## config.mk

```make
export PLATFORM = sky130hd
export DESIGN_NAME = transfer_function_interpolator_unit
export DESIGN_NICKNAME = d
export VERILOG_FILES = /design/src/tfi_pkg.sv /design/src/transfer_function_interpolator_unit.sv
export VERILOG_INCLUDE_DIRS = /design/src /design/src/src
export SDC_FILE = /design/constraint.sdc
export NUM_CORES = 2
export LEC_CHECK = 0
export BUFFER_PORTS_ARGS = -buffer_cell sky130_fd_sc_hd__buf_2
export CAP_MARGIN = 20
export CORE_MARGIN = 2
export CORE_UTILIZATION = 60
export CTS_BUF_LIST = sky130_fd_sc_hd__clkbuf_4 sky130_fd_sc_hd__clkbuf_8
export DETAILED_ROUTE_END_ITERATION = 7
export GPL_TIMING_DRIVEN = 0
export MAX_ROUTING_LAYER = met4
export PLACE_DENSITY = 0.78
export SYNTH_ARGS = -nofsm -noshare
export SYNTH_HDL_FRONTEND = slang
export SYNTH_SLANG_ARGS = --single-unit
```

## constraint.sdc

```tcl
create_clock -name clk -period 10.95 [get_ports clk]
set_input_delay 1.095 -clock clk [delete_from_list [all_inputs] [get_ports clk]]
set_output_delay 1.095 -clock clk [all_outputs]
set_load 0.02 [all_outputs]
```

## src/transfer_function_interpolator_unit_defines.svh

```systemverilog
// Assertion macros shared by the transfer function interpolator RTL.
// Depends on nothing; include by bare file name inside a module body.
`ifndef TRANSFER_FUNCTION_INTERPOLATOR_UNIT_DEFINES_SVH
`define TRANSFER_FUNCTION_INTERPOLATOR_UNIT_DEFINES_SVH

// same-cycle implication, quiet while reset is asserted
`define TFI_ASSERT_IMPL(label, clk, rst_n, ante, cons) \
    label: assert property (@(posedge clk) disable iff (!rst_n) (ante) |-> (cons)) \
        else $error("tfi: same-cycle check failed");

// next-cycle implication, quiet while reset is asserted
`define TFI_ASSERT_NEXT(label, clk, rst_n, ante, cons) \
    label: assert property (@(posedge clk) disable iff (!rst_n) (ante) |=> (cons)) \
        else $error("tfi: next-cycle check failed");

`endif

```

## src/tfi_pkg.sv

```systemverilog
// Package for the transfer function interpolator: sizes, field widths,
// point, mode and state types, and the point store address helper. No dependencies.
`default_nettype none

package tfi_pkg;

    localparam int MAX_POINTS   = 16;
    localparam int NUM_CHANNELS = 4;

    localparam int X_W      = 8;
    localparam int Y_W      = 13;
    localparam int MODE_W   = 2;
    localparam int CH_W     = 2;
    localparam int NUM_W    = 21;
    localparam int REM_W    = 8;

    localparam int IN_DATA_W  = 24;
    localparam int IN_USER_W  = MODE_W + CH_W;
    localparam int OUT_DATA_W = 16;

    localparam int CNT_W  = $clog2(MAX_POINTS + 1);
    localparam int IDX_W  = $clog2(MAX_POINTS);
    localparam int CHI_W  = (NUM_CHANNELS > 1) ? $clog2(NUM_CHANNELS) : 1;
    localparam int DEPTH  = NUM_CHANNELS * MAX_POINTS;
    localparam int ADDR_W = $clog2(DEPTH);
    localparam int DCNT_W = $clog2(NUM_W);

    localparam logic [Y_W-1:0] Q12_ONE   = Y_W'(4096);
    localparam logic [X_W-1:0] TOP_INDEX = X_W'(255);

    typedef enum logic [MODE_W-1:0] {
        MODE_CLEAR = 2'd0,
        MODE_ADD   = 2'd1,
        MODE_EVAL  = 2'd2
    } mode_t;

    typedef enum logic [3:0] {
        ST_IDLE,
        ST_DECODE,
        ST_ADD_CMP,
        ST_ADD_PUT,
        ST_EV_WALK,
        ST_EV_MUL0,
        ST_EV_MUL1,
        ST_EV_DIV,
        ST_OUT
    } state_t;

    typedef struct packed {
        logic [X_W-1:0] x;
        logic [Y_W-1:0] y;
    } point_t;

    function automatic logic [ADDR_W-1:0] ent_addr(input logic [CHI_W-1:0] ch,
                                                   input logic [IDX_W-1:0] k);
        return ADDR_W'(int'(ch) * MAX_POINTS + int'(k));
    endfunction

endpackage

`default_nettype wire

```

## src/transfer_function_interpolator_unit.sv

```systemverilog
// Transfer function interpolator top level: point store, insertion sort,
// segment walk and rounding divider. Depends on tfi_pkg and the defines header.
//
// Usage:
//   Input words arrive on s_axis; tuser carries mode and channel, tdata the
//   intensity (or table index) and the Q12 point value. Each word gives one
//   output word on m_axis: tdata holds the interpolated Q12 value for an
//   evaluate, tuser flags an add dropped because the channel was full.
//   Words are handled one at a time; s_axis_tready is high while the block is
//   idle, also while a finished output word still waits in the output register.
//   Path from acceptance to m_axis_tvalid (s_axis_tready rises with it):
//     clear, unused mode, empty channel, full channel: decode, then output;
//     add: decode, stored points shifted up one at a time, write, then output;
//     evaluate: decode, walk of the points and EV_MUL0, then output when the
//       value needs no division, else EV_MUL1 and the 21-step restoring
//       divider before output.
//   The point store is a single synchronous RAM with one read and one write per
//   cycle, one entry visited per cycle.
//   Reset empties all channels at once (counts only; no clearing pass).
//   While m_axis_tready is low the output word holds and the block finishes the
//   next word up to its output stage, then waits there.
`default_nettype none

module transfer_function_interpolator_unit (
    input  wire logic                            clk,
    input  wire logic                            rst_n,
    input  wire logic                            s_axis_tvalid,
    output logic                                 s_axis_tready,
    // [7:0] intensity, [20:8] point_value, [23:21] zero
    input  wire logic [tfi_pkg::IN_DATA_W-1:0]   s_axis_tdata,
    // [1:0] mode, [3:2] channel
    input  wire logic [tfi_pkg::IN_USER_W-1:0]   s_axis_tuser,
    output logic                                 m_axis_tvalid,
    input  wire logic                            m_axis_tready,
    // [12:0] result_value, [15:13] zero
    output logic [tfi_pkg::OUT_DATA_W-1:0]       m_axis_tdata,
    // [0] status
    output logic                                 m_axis_tuser
);

    import tfi_pkg::*;

    `include "transfer_function_interpolator_unit_defines.svh"

    state_t state_reg, state_next;

    logic [MODE_W-1:0] cmd_mode_reg;
    logic [CH_W-1:0]   cmd_ch_reg;
    logic [X_W-1:0]    cmd_x_reg;
    logic [Y_W-1:0]    cmd_y_reg;

    logic [CNT_W-1:0]  count_reg [NUM_CHANNELS];
    logic [CNT_W-1:0]  count_next [NUM_CHANNELS];

    logic [IDX_W-1:0]  pos_reg, pos_next;
    logic [IDX_W-1:0]  k_reg, k_next;
    point_t            prev_reg, prev_next;
    point_t            left_reg, left_next;
    point_t            right_reg, right_next;
    logic [NUM_W-1:0]  acc_reg, acc_next;
    logic [REM_W-1:0]  rem_reg, rem_next;
    logic [DCNT_W-1:0] dcnt_reg, dcnt_next;
    logic [Y_W-1:0]    res_value_reg, res_value_next;
    logic              res_status_reg, res_status_next;

    logic              out_valid_reg, out_valid_next;
    logic [Y_W-1:0]    out_value_reg, out_value_next;
    logic              out_status_reg, out_status_next;

    point_t            mem [DEPTH];
    point_t            rd_data_reg;
    logic              mem_we;
    logic [ADDR_W-1:0] mem_waddr;
    point_t            mem_wdata;
    logic [ADDR_W-1:0] mem_raddr;

    logic              accept;
    logic              ch_ok;
    logic [CHI_W-1:0]  ch_idx;
    logic [CNT_W-1:0]  n_cur;
    logic              full;
    logic [Y_W-1:0]    y_sat;
    point_t            new_pt;
    logic              first;
    logic              hit;
    logic              last;
    logic              shift_up;
    logic              out_free;
    logic [X_W-1:0]    d;
    logic              trivial;
    logic [NUM_W-1:0]  mul_a;
    logic [NUM_W-1:0]  mul_b;
    logic [NUM_W-1:0]  product;
    logic [REM_W:0]    trial;
    logic              trial_ge;
    logic              cnt_in_range;

    assign accept        = s_axis_tvalid && s_axis_tready;
    assign s_axis_tready = (state_reg == ST_IDLE);

    assign ch_ok    = ({1'b0, cmd_ch_reg} < (CH_W + 1)'(NUM_CHANNELS));
    assign ch_idx   = cmd_ch_reg[CHI_W-1:0];
    assign n_cur    = ch_ok ? count_reg[ch_idx] : '0;
    assign full     = (n_cur >= CNT_W'(MAX_POINTS));
    assign y_sat    = (cmd_y_reg > Q12_ONE) ? Q12_ONE : cmd_y_reg;
    assign new_pt   = '{x: cmd_x_reg, y: y_sat};

    assign first    = (k_reg == '0);
    assign hit      = !(first && (rd_data_reg.x == '0)) && (rd_data_reg.x >= cmd_x_reg);
    assign last     = ((CNT_W'(k_reg) + CNT_W'(1)) == n_cur);
    assign shift_up = (rd_data_reg.x > cmd_x_reg);
    assign out_free = !out_valid_reg || m_axis_tready;

    assign d        = right_reg.x - left_reg.x;
    assign trivial  = (right_reg.x <= left_reg.x) || (cmd_x_reg <= left_reg.x)
                      || (cmd_x_reg >= right_reg.x);

    assign trial    = {rem_reg, acc_reg[NUM_W-1]};
    assign trial_ge = (trial >= {1'b0, d});

    always_comb
    begin
        if (state_reg == ST_EV_MUL0)
        begin
            mul_a = NUM_W'(right_reg.x - cmd_x_reg);
            mul_b = NUM_W'(left_reg.y);
        end
        else
        begin
            mul_a = NUM_W'(cmd_x_reg - left_reg.x);
            mul_b = NUM_W'(right_reg.y);
        end
        product = mul_a * mul_b;
    end

    // next state
    always_comb
    begin
        state_next = state_reg;
        unique case (state_reg)
            ST_IDLE:
            begin
                if (accept)
                    state_next = ST_DECODE;
            end
            ST_DECODE:
            begin
                state_next = ST_OUT;
                if (ch_ok)
                begin
                    case (cmd_mode_reg)
                        MODE_ADD:
                        begin
                            if (!full && n_cur != '0)
                                state_next = ST_ADD_CMP;
                        end
                        MODE_EVAL:
                        begin
                            if (n_cur != '0)
                                state_next = ST_EV_WALK;
                        end
                        default:
                            state_next = ST_OUT;
                    endcase
                end
            end
            ST_ADD_CMP:
            begin
                if (!shift_up)
                    state_next = ST_OUT;
                else if (pos_reg == IDX_W'(1))
                    state_next = ST_ADD_PUT;
            end
            ST_ADD_PUT:
                state_next = ST_OUT;
            ST_EV_WALK:
            begin
                if (hit || last)
                    state_next = ST_EV_MUL0;
            end
            ST_EV_MUL0:
                state_next = trivial ? ST_OUT : ST_EV_MUL1;
            ST_EV_MUL1:
                state_next = ST_EV_DIV;
            ST_EV_DIV:
            begin
                if (dcnt_reg == DCNT_W'(NUM_W - 1))
                    state_next = ST_OUT;
            end
            ST_OUT:
            begin
                if (out_free)
                    state_next = ST_IDLE;
            end
            default:
                state_next = ST_IDLE;
        endcase
    end

    // datapath, memory controls and outputs
    always_comb
    begin
        count_next      = count_reg;
        pos_next        = pos_reg;
        k_next          = k_reg;
        prev_next       = prev_reg;
        left_next       = left_reg;
        right_next      = right_reg;
        acc_next        = acc_reg;
        rem_next        = rem_reg;
        dcnt_next       = dcnt_reg;
        res_value_next  = res_value_reg;
        res_status_next = res_status_reg;
        out_valid_next  = out_valid_reg;
        out_value_next  = out_value_reg;
        out_status_next = out_status_reg;
        mem_we          = 1'b0;
        mem_waddr       = ent_addr(ch_idx, pos_reg);
        mem_wdata       = new_pt;
        mem_raddr       = ent_addr(ch_idx, '0);

        if (out_valid_reg && m_axis_tready)
            out_valid_next = 1'b0;

        unique case (state_reg)
            ST_IDLE:
            begin
            end
            ST_DECODE:
            begin
                res_value_next  = '0;
                res_status_next = 1'b0;
                pos_next        = n_cur[IDX_W-1:0];
                k_next          = '0;
                if (ch_ok)
                begin
                    case (cmd_mode_reg)
                        MODE_CLEAR:
                            count_next[ch_idx] = '0;
                        MODE_ADD:
                        begin
                            if (full)
                                res_status_next = 1'b1;
                            else if (n_cur == '0)
                            begin
                                mem_we             = 1'b1;
                                mem_waddr          = ent_addr(ch_idx, '0);
                                count_next[ch_idx] = CNT_W'(1);
                            end
                            else
                                mem_raddr = ent_addr(ch_idx, IDX_W'(n_cur - CNT_W'(1)));
                        end
                        default:
                        begin
                        end
                    endcase
                end
            end
            ST_ADD_CMP:
            begin
                // read of pos-2 and write of pos never meet on one entry
                if (shift_up)
                begin
                    mem_we    = 1'b1;
                    mem_wdata = rd_data_reg;
                    pos_next  = pos_reg - IDX_W'(1);
                    mem_raddr = ent_addr(ch_idx, pos_reg - IDX_W'(2));
                end
                else
                begin
                    mem_we             = 1'b1;
                    count_next[ch_idx] = n_cur + CNT_W'(1);
                end
            end
            ST_ADD_PUT:
            begin
                mem_we             = 1'b1;
                count_next[ch_idx] = n_cur + CNT_W'(1);
            end
            ST_EV_WALK:
            begin
                if (hit)
                begin
                    left_next  = first ? point_t'{x: '0, y: rd_data_reg.y} : prev_reg;
                    right_next = rd_data_reg;
                end
                else
                begin
                    prev_next = rd_data_reg;
                    if (last)
                    begin
                        left_next  = rd_data_reg;
                        right_next = '{x: TOP_INDEX, y: rd_data_reg.y};
                    end
                    else
                    begin
                        k_next    = k_reg + IDX_W'(1);
                        mem_raddr = ent_addr(ch_idx, k_reg + IDX_W'(1));
                    end
                end
            end
            ST_EV_MUL0:
            begin
                if ((right_reg.x <= left_reg.x) || (cmd_x_reg <= left_reg.x))
                    res_value_next = left_reg.y;
                else if (cmd_x_reg >= right_reg.x)
                    res_value_next = right_reg.y;
                acc_next = product;
            end
            ST_EV_MUL1:
            begin
                acc_next  = acc_reg + product + NUM_W'(d >> 1);
                rem_next  = '0;
                dcnt_next = '0;
            end
            ST_EV_DIV:
            begin
                rem_next  = trial_ge ? REM_W'(trial - {1'b0, d}) : trial[REM_W-1:0];
                acc_next  = {acc_reg[NUM_W-2:0], trial_ge};
                dcnt_next = dcnt_reg + DCNT_W'(1);
                if (dcnt_reg == DCNT_W'(NUM_W - 1))
                    res_value_next = Y_W'({acc_reg[NUM_W-2:0], trial_ge});
            end
            ST_OUT:
            begin
                if (out_free)
                begin
                    out_valid_next  = 1'b1;
                    out_value_next  = res_value_reg;
                    out_status_next = res_status_reg;
                end
            end
            default:
            begin
            end
        endcase
    end

    always_ff @(posedge clk or negedge rst_n)
    begin
        if (!rst_n)
        begin
            state_reg     <= ST_IDLE;
            out_valid_reg <= 1'b0;
            for (int c = 0; c < NUM_CHANNELS; c++)
                count_reg[c] <= '0;
        end
        else
        begin
            state_reg     <= state_next;
            out_valid_reg <= out_valid_next;
            count_reg     <= count_next;
        end
    end

    always_ff @(posedge clk)
    begin
        if (accept)
        begin
            cmd_mode_reg <= s_axis_tuser[MODE_W-1:0];
            cmd_ch_reg   <= s_axis_tuser[MODE_W +: CH_W];
            cmd_x_reg    <= s_axis_tdata[X_W-1:0];
            cmd_y_reg    <= s_axis_tdata[X_W +: Y_W];
        end
        pos_reg        <= pos_next;
        k_reg          <= k_next;
        prev_reg       <= prev_next;
        left_reg       <= left_next;
        right_reg      <= right_next;
        acc_reg        <= acc_next;
        rem_reg        <= rem_next;
        dcnt_reg       <= dcnt_next;
        res_value_reg  <= res_value_next;
        res_status_reg <= res_status_next;
        out_value_reg  <= out_value_next;
        out_status_reg <= out_status_next;
    end

    // point store: one write port, one registered read port
    always_ff @(posedge clk)
    begin
        if (mem_we)
            mem[mem_waddr] <= mem_wdata;
        rd_data_reg <= mem[mem_raddr];
    end

    assign m_axis_tvalid = out_valid_reg;
    assign m_axis_tdata  = OUT_DATA_W'(out_value_reg);
    assign m_axis_tuser  = out_status_reg;

    always_comb
    begin
        cnt_in_range = 1'b1;
        for (int c = 0; c < NUM_CHANNELS; c++)
            if (count_reg[c] > CNT_W'(MAX_POINTS))
                cnt_in_range = 1'b0;
    end

    `TFI_ASSERT_IMPL(a_count_bound, clk, rst_n, 1'b1, cnt_in_range)
    `TFI_ASSERT_NEXT(a_accept_decode, clk, rst_n, accept, state_reg == ST_DECODE)
    `TFI_ASSERT_IMPL(a_walk_no_write, clk, rst_n, state_reg == ST_EV_WALK, !mem_we)
    `TFI_ASSERT_IMPL(a_rise_from_out, clk, rst_n, $rose(m_axis_tvalid), $past(state_reg == ST_OUT))
    `TFI_ASSERT_IMPL(a_drop_zero, clk, rst_n, m_axis_tvalid && m_axis_tuser, m_axis_tdata == '0)

endmodule

`default_nettype wire

```

---- Word level (Yosys, flattened, before mapping) ----
Memories as Yosys holds them, arrays and structs flattened. A register that Yosys moved wholly into a read port is not among the register bits.
Index checks and enable logic that the tools add are counted.
operators by class
  multiplexer cells ....................... 66
  order comparisons ....................... 10
  add/sub/neg operators ................... 17
  multiply operators ...................... 1
  bitwise logic cells ..................... 7
  reductions and logical operators ........ 35
  eq/ne operators ......................... 26
operators by type and width
  kind                                                 count
  2-to-1 mux 21 bit                                    8
  2-to-1 mux 13 bit                                    5
  one-hot mux 21 bit (3 select lines)                  1
  2-to-1 mux 20 bit                                    3
  2-to-1 mux 6 bit                                     10
  one-hot mux 20 bit (3 select lines)                  1
  2-to-1 mux 4 bit                                     12
  one-hot mux 20 bit (2 select lines)                  1
  one-hot mux 13 bit (3 select lines)                  1
  one-hot mux 4 bit (9 select lines)                   1
  adder 6 x 4 -> 6 bit                                 4
  one-hot mux 4 bit (2 select lines)                   3
  adder 21 bit                                         1
  adder 21 x 7 -> 21 bit                               1
  multiplier 21 x 21 -> 21 bit                         1
  AND 20 bit                                           1
  bitwise mux 20 bit                                   1
  NOT 20 bit                                           1
  one-hot mux 6 bit (3 select lines)                   1
  subtractor 8 x 8 -> 9 bit                            2
  AND 16 bit                                           1
  equality test 4 x 3 -> 1 bit, second input constant  4
  >= comparator 8 bit                                  2
  less-or-equal comparator 8 bit                       2
  50 further kinds                                     94
storage, ports and cells
  register bits after elaboration ......... 183
  memories ................................ 1
  output and inout port bits .............. 19
  RAM bits ................................ 1,344
memories
  name  depth  width  rd ports  clocked after Yosys merged registers in  write ports  line                                       source
  mem   64     21     1         1                                        1            transfer_function_interpolator_unit.sv:70  point_t mem [DEPTH];

---- Depth between registers and ports, before layout ----
  depth after elaboration ................. 11
  gate-level depth with buffers ........... 42
  mapped depth without buffers ............ 41

---- Least setup slack after synthesis ----
No wires, ideal clock.
  kind .................................... reg2reg
  start ................................... register cmd_x_reg[1]
  end ..................................... register acc_reg[20] (data pin)
  cell stages (with the launch flop) ...... 42
  period minus slack after synthesis ...... 8.630 ns
  setup time .............................. 0.269 ns
  data arrival time ....................... 8.361 ns
  path buffers ............................ 1
  slack ................................... 2.320 ns
  required time ........................... 10.681 ns
  path through ............................ edfxtp_1 -> inv_1 -> ha_1 -> nor2b_1 -> o21ai_0 -> a21boi_0 -> o21ai_0 -> nand2b_1 -> a21o_1 -> a21o_1 -> xor2_1 -> nor2_1 -> a21oi_1 -> clkbuf_1 -> nand2_1 -> fa_1 -> inv_1 -> fa_1 -> (+6 left out) -> inv_1 -> ha_1 -> nand3_1 -> nand2_1 -> a41o_1 -> o41ai_1 -> xnor2_1 -> ha_1 -> ha_1 -> and2_1 -> a22o_1 -> inv_1 -> o211ai_1 -> a21o_1 -> a31oi_1 -> xnor2_1 -> mux2i_1 -> o21ai_0
between the ends
  cells in the longest elaborated chain, start to end .. 6
ends and longest elaborated chain
  element                                       line                                                                                    source
  start, declared                               transfer_function_interpolator_unit.sv:49                                               logic [X_W-1:0] cmd_x_reg;
  start signal, assigned                        transfer_function_interpolator_unit.sv:362                                              cmd_x_reg <= s_axis_tdata[X_W-1:0];
  subtractor 8 x 8 -> 9 bit (on tied branches)  transfer_function_interpolator_unit.sv:130, transfer_function_interpolator_unit.sv:125
  2-to-1 mux 21 bit *                           transfer_function_interpolator_unit.sv:123                                              if (state_reg == ST_EV_MUL0)
  multiplier 21 x 21 -> 21 bit *                transfer_function_interpolator_unit.sv:133                                              product = mul_a * mul_b;
  adder 21 bit                                  transfer_function_interpolator_unit.sv:312                                              acc_next = acc_reg + product + NUM_W'(d >> 1);
  adder 21 x 7 -> 21 bit                        transfer_function_interpolator_unit.sv:312
  one-hot mux 21 bit (3 select lines) *         transfer_function_interpolator_unit.sv:225                                              unique case (state_reg)
  net acc_next[20]                              transfer_function_interpolator_unit.sv:60                                               logic [NUM_W-1:0] acc_reg, acc_next;
  end signal, assigned                          transfer_function_interpolator_unit.sv:370                                              acc_reg <= acc_next;
  end, declared                                 transfer_function_interpolator_unit.sv:60
The timed path passes the listed nets; every way through them passes the cells marked *.
A chain may end at the register's enable or synchronous reset.

---- Worst setup path in the final report ----
Same ends and word-level chain as after synthesis.

==> run summary <==
outcome = finished with violations
violations in the final reports = DRC
Net count, final = 4844
Resized Gates After CTS = 0
pin count of the biggest net entering global routing = 65
cts bufs inserted = 235
max FFs per register = 1344
final hold violations = 0
Critical Path Fanout Max = 10
number of DRC markers after the initial detailed-route iteration = 6229
path type of the worst min-delay path = in -> async
total number of clock tree sinks = 1548
cells after synthesis = 4196
area of the core = 111000 µm²
routed wl met2 = 84.4 mm
total global-route track usage = 33.9%
share of flip-flops with an asynchronous set or reset = 1.61%
total of hold buffers inserted after clock tree synthesis = 0
top register by number of flip-flops = mem
endpoints failing setup = 0
pre-CTS setup slack = 0.771 ns
post-detailed-route wirelength per cell = 30.0 µm
number of library cell types mapped by synthesis = 71
worst hold slack across all endpoints = 0.138 ns
number of warnings printed during yosys synthesis = 0
Final Critical Period = 10.24 ns
mean post-synth cell area = 16.0 µm²
unrepaired setup endpoints after global routing = false
worst clock skew = 0.0401 ns
met3 routed WL = 27.7 mm
area of combinational cells with multiple inputs = 19800 µm²
CTS tree = built
detailed placer's ending HPWL = 129 mm
area of the die = 115000 µm²
total negative setup slack = 0 ns
area taken by flip-flops and latches = 46100 µm²
Root Buffer = clkbuf_8
number of global-route vias before repair = 40300
first-pass GRT wire length = 271 mm
H-tree depth = 4
slowest stage delay, CP = 0.60 ns
area overhead of the layout relative to synthesis = 13.0%
Placer Congestion = 1.00
grt total ovfl = 0
CP Class = reg -> reg
peak clock frequency supported by timing = 0.0977 GHz
final std cells w/o fill = 6254
sum of routed wire length over all layers = 188 mm
required time of the critical path = 11.62 ns
Post-Place Cells = 5808
number of enable-type register cells in the synthesized netlist = 1502
number of buffers added for setup after CTS = 0
number of buffers on the longest clock path = 3
antenna violations before repair = 17
post-synth design cell area = 67300 µm²
Die Wd = 339 µm
total via count in the routed design = 40900
register bit count reported by yosys = 1548
fraction of final layout cells sized beyond drive strength 1 = 20.2%
register area share after synthesis = 68.5%
Die Span Y = 339 µm
Worst Setup Slack, final = 0.710 ns
number of iterations in the first detailed-routing pass = 8
number of vias per cell after detailed routing = 6.54
post-route clock period utilization = 93.5%
insertion delay to the later sink of the worst-skew pair = 0.98 ns
dominant register cell in the synthesized netlist = edfxtp_1
Worst Setup End Kind = flop
Core Rows = 122
slowest cell on the critical path = o41ai_1
total of max-cap violations = 0
Highest Signal Layer = met4
met1 layer wirelength in the final routing = 63.4 mm
post-route DRC violation count = 1
IO Pins = 51
number of nets still failing antenna checks after routing = 0
clock slew at reported path FFs = 0.06 ns
final max-slew violation count = 0
actual transition at the worst max-transition pin = 1.24 ns
worst endpoint data arrival time = 10.91 ns
critical path startpoint category = flop
initial core utilization = 60.7%
final-layout fill cell count = 7014
port buffer count = 44
max_slew headroom = 17.5%
[layer usage]
layer	GRT usage (%)	vias to the layer above
met5	-	-
met4	19.0	0
met3	11.3	671
met2	49.2	3370
met1	42.4	20100
li1	-	16700
[worst max-delay path: cells and delay by family, from the launching register on]
| kind | cells | cell delay [ns] |
|---|---|---|
| AOI/OAI and AO/OA | 13 | 2.96 |
| xor gates and xnor gates | 3 | 0.55 |
| adders and majority gates | 9 | 3.72 |
| buffers and inverters | 7 | 1.13 |
| DFF | 1 | 0.54 |
| muxes | 1 | 0.20 |
| and+or+nand+nor | 7 | 0.82 |
[cell usage in the layout, fill, tap and decap left out, types with 18 or more instances in the layout]
cell type  Yosys  layout
edfxtp_1    1502    1502
nand2_1      598     585
mux4_2       267     267
clkbuf_8       0     244
inv_1        235     235
nand3_1      179     179
nor2_1       207     142
ha_1         127     127
fa_1         125     125
clkbuf_1     118     117
a22oi_1       98      98
a21oi_1       77      75
clkbuf_4       0      73
o21ai_0       68      60
buf_2         15      59
clkinv_1       0      53
nor2_2         1      50
xnor2_1       47      47
a32oi_1       46      46
buf_8          2      42
mux2i_1       34      34
xor2_1        32      32
buf_4         28      29
mux2_2        29      29
and2_1        28      28
clkinv_2       0      26
and3_1        25      25
dfrtp_1       25      25
buf_16         0      23
dfxtp_1       21      21
diode_2        0      18
a21o_1        18      18
[final cells by class]
| type | instances | area share, % |
|---|---|---|
| Clock inverter | 108 | 0.954 |
| Sequential cell | 1548 | 60.7 |
| Buffer | 188 | 1.26 |
| Tap cell | 1488 | 2.45 |
| Inverter | 236 | 1.16 |
| Multi-Input combinational cell | 2226 | 26.0 |
| Clock buffer | 317 | 5.13 |
| Timing Repair Buffer | 125 | 2.35 |
| Antenna cell | 18 | 0.0592 |
[cell usage after synthesis (28+ instances only)]
master    count  area share, %
a32oi_1      46           0.60
mux2i_1      34           0.51
clkbuf_1    118           0.66
and2_1       28           0.26
nor2_1      207            1.2
fa_1        125            3.7
inv_1       235            1.3
ha_1        127            2.4
xor2_1       32           0.42
xnor2_1      47           0.61
mux4_2      267            8.9
nand2_1     598            3.3
a22oi_1      98            1.1
buf_4        28           0.31
mux2_2       29           0.48
o21ai_0      68           0.51
edfxtp_1   1502             67
nand3_1     179            1.3
a21oi_1      77           0.57
[cells by family (layout without fill, tap and decap cells)]
group	Yosys count	count (layout)	share of synthesized area, %
buffers and inverters	424	974	2.74
adder cells (fa/ha/maj)	252	252	6.08
other	1	21	0.00557
AO/OA/AOI/OAI	418	418	4.30
AND/OR/NAND/NOR	1144	1144	7.39
flip-flops	1548	1548	68.5
multiplexers	330	330	9.92
XOR/XNOR	79	79	1.03
[metrics by stage]
stage | util [%] | instance area, µm²
after floorplan | - | 67300
after global placement | 62.6 | 69400
after detailed placement | 64.3 | 71400
after CTS | 68.5 | 76000
after global routing | 68.5 | 76100
final | 68.6 | 76100
[final timing paths]
path	startpoint	to	slack (ns)	cells past startpoint
setup / recovery	cmd_x_reg[1]$_DFFE_PP_	acc_reg[20]$_DFFE_PP_	0.71	40
hold / removal	rst_n	m_axis_tvalid$_DFF_PN0_	0.14	1
setup reg to reg	cmd_x_reg[1]$_DFFE_PP_	acc_reg[20]$_DFFE_PP_	0.71	40
hold reg to reg	res_status_reg$_SDFFCE_PN0P_	m_axis_tuser$_DFFE_PP_	0.42	0
max in group asynchronous	rst_n	count_reg[16]$_DFFE_PN0P_	10.43	1
min in group clk	s_axis_tdata[2]	cmd_x_reg[2]$_DFFE_PP_	0.31	1
Power is not shown: default switching activity piles up to over one toggle a cycle in this logic, so the estimate is an artifact.
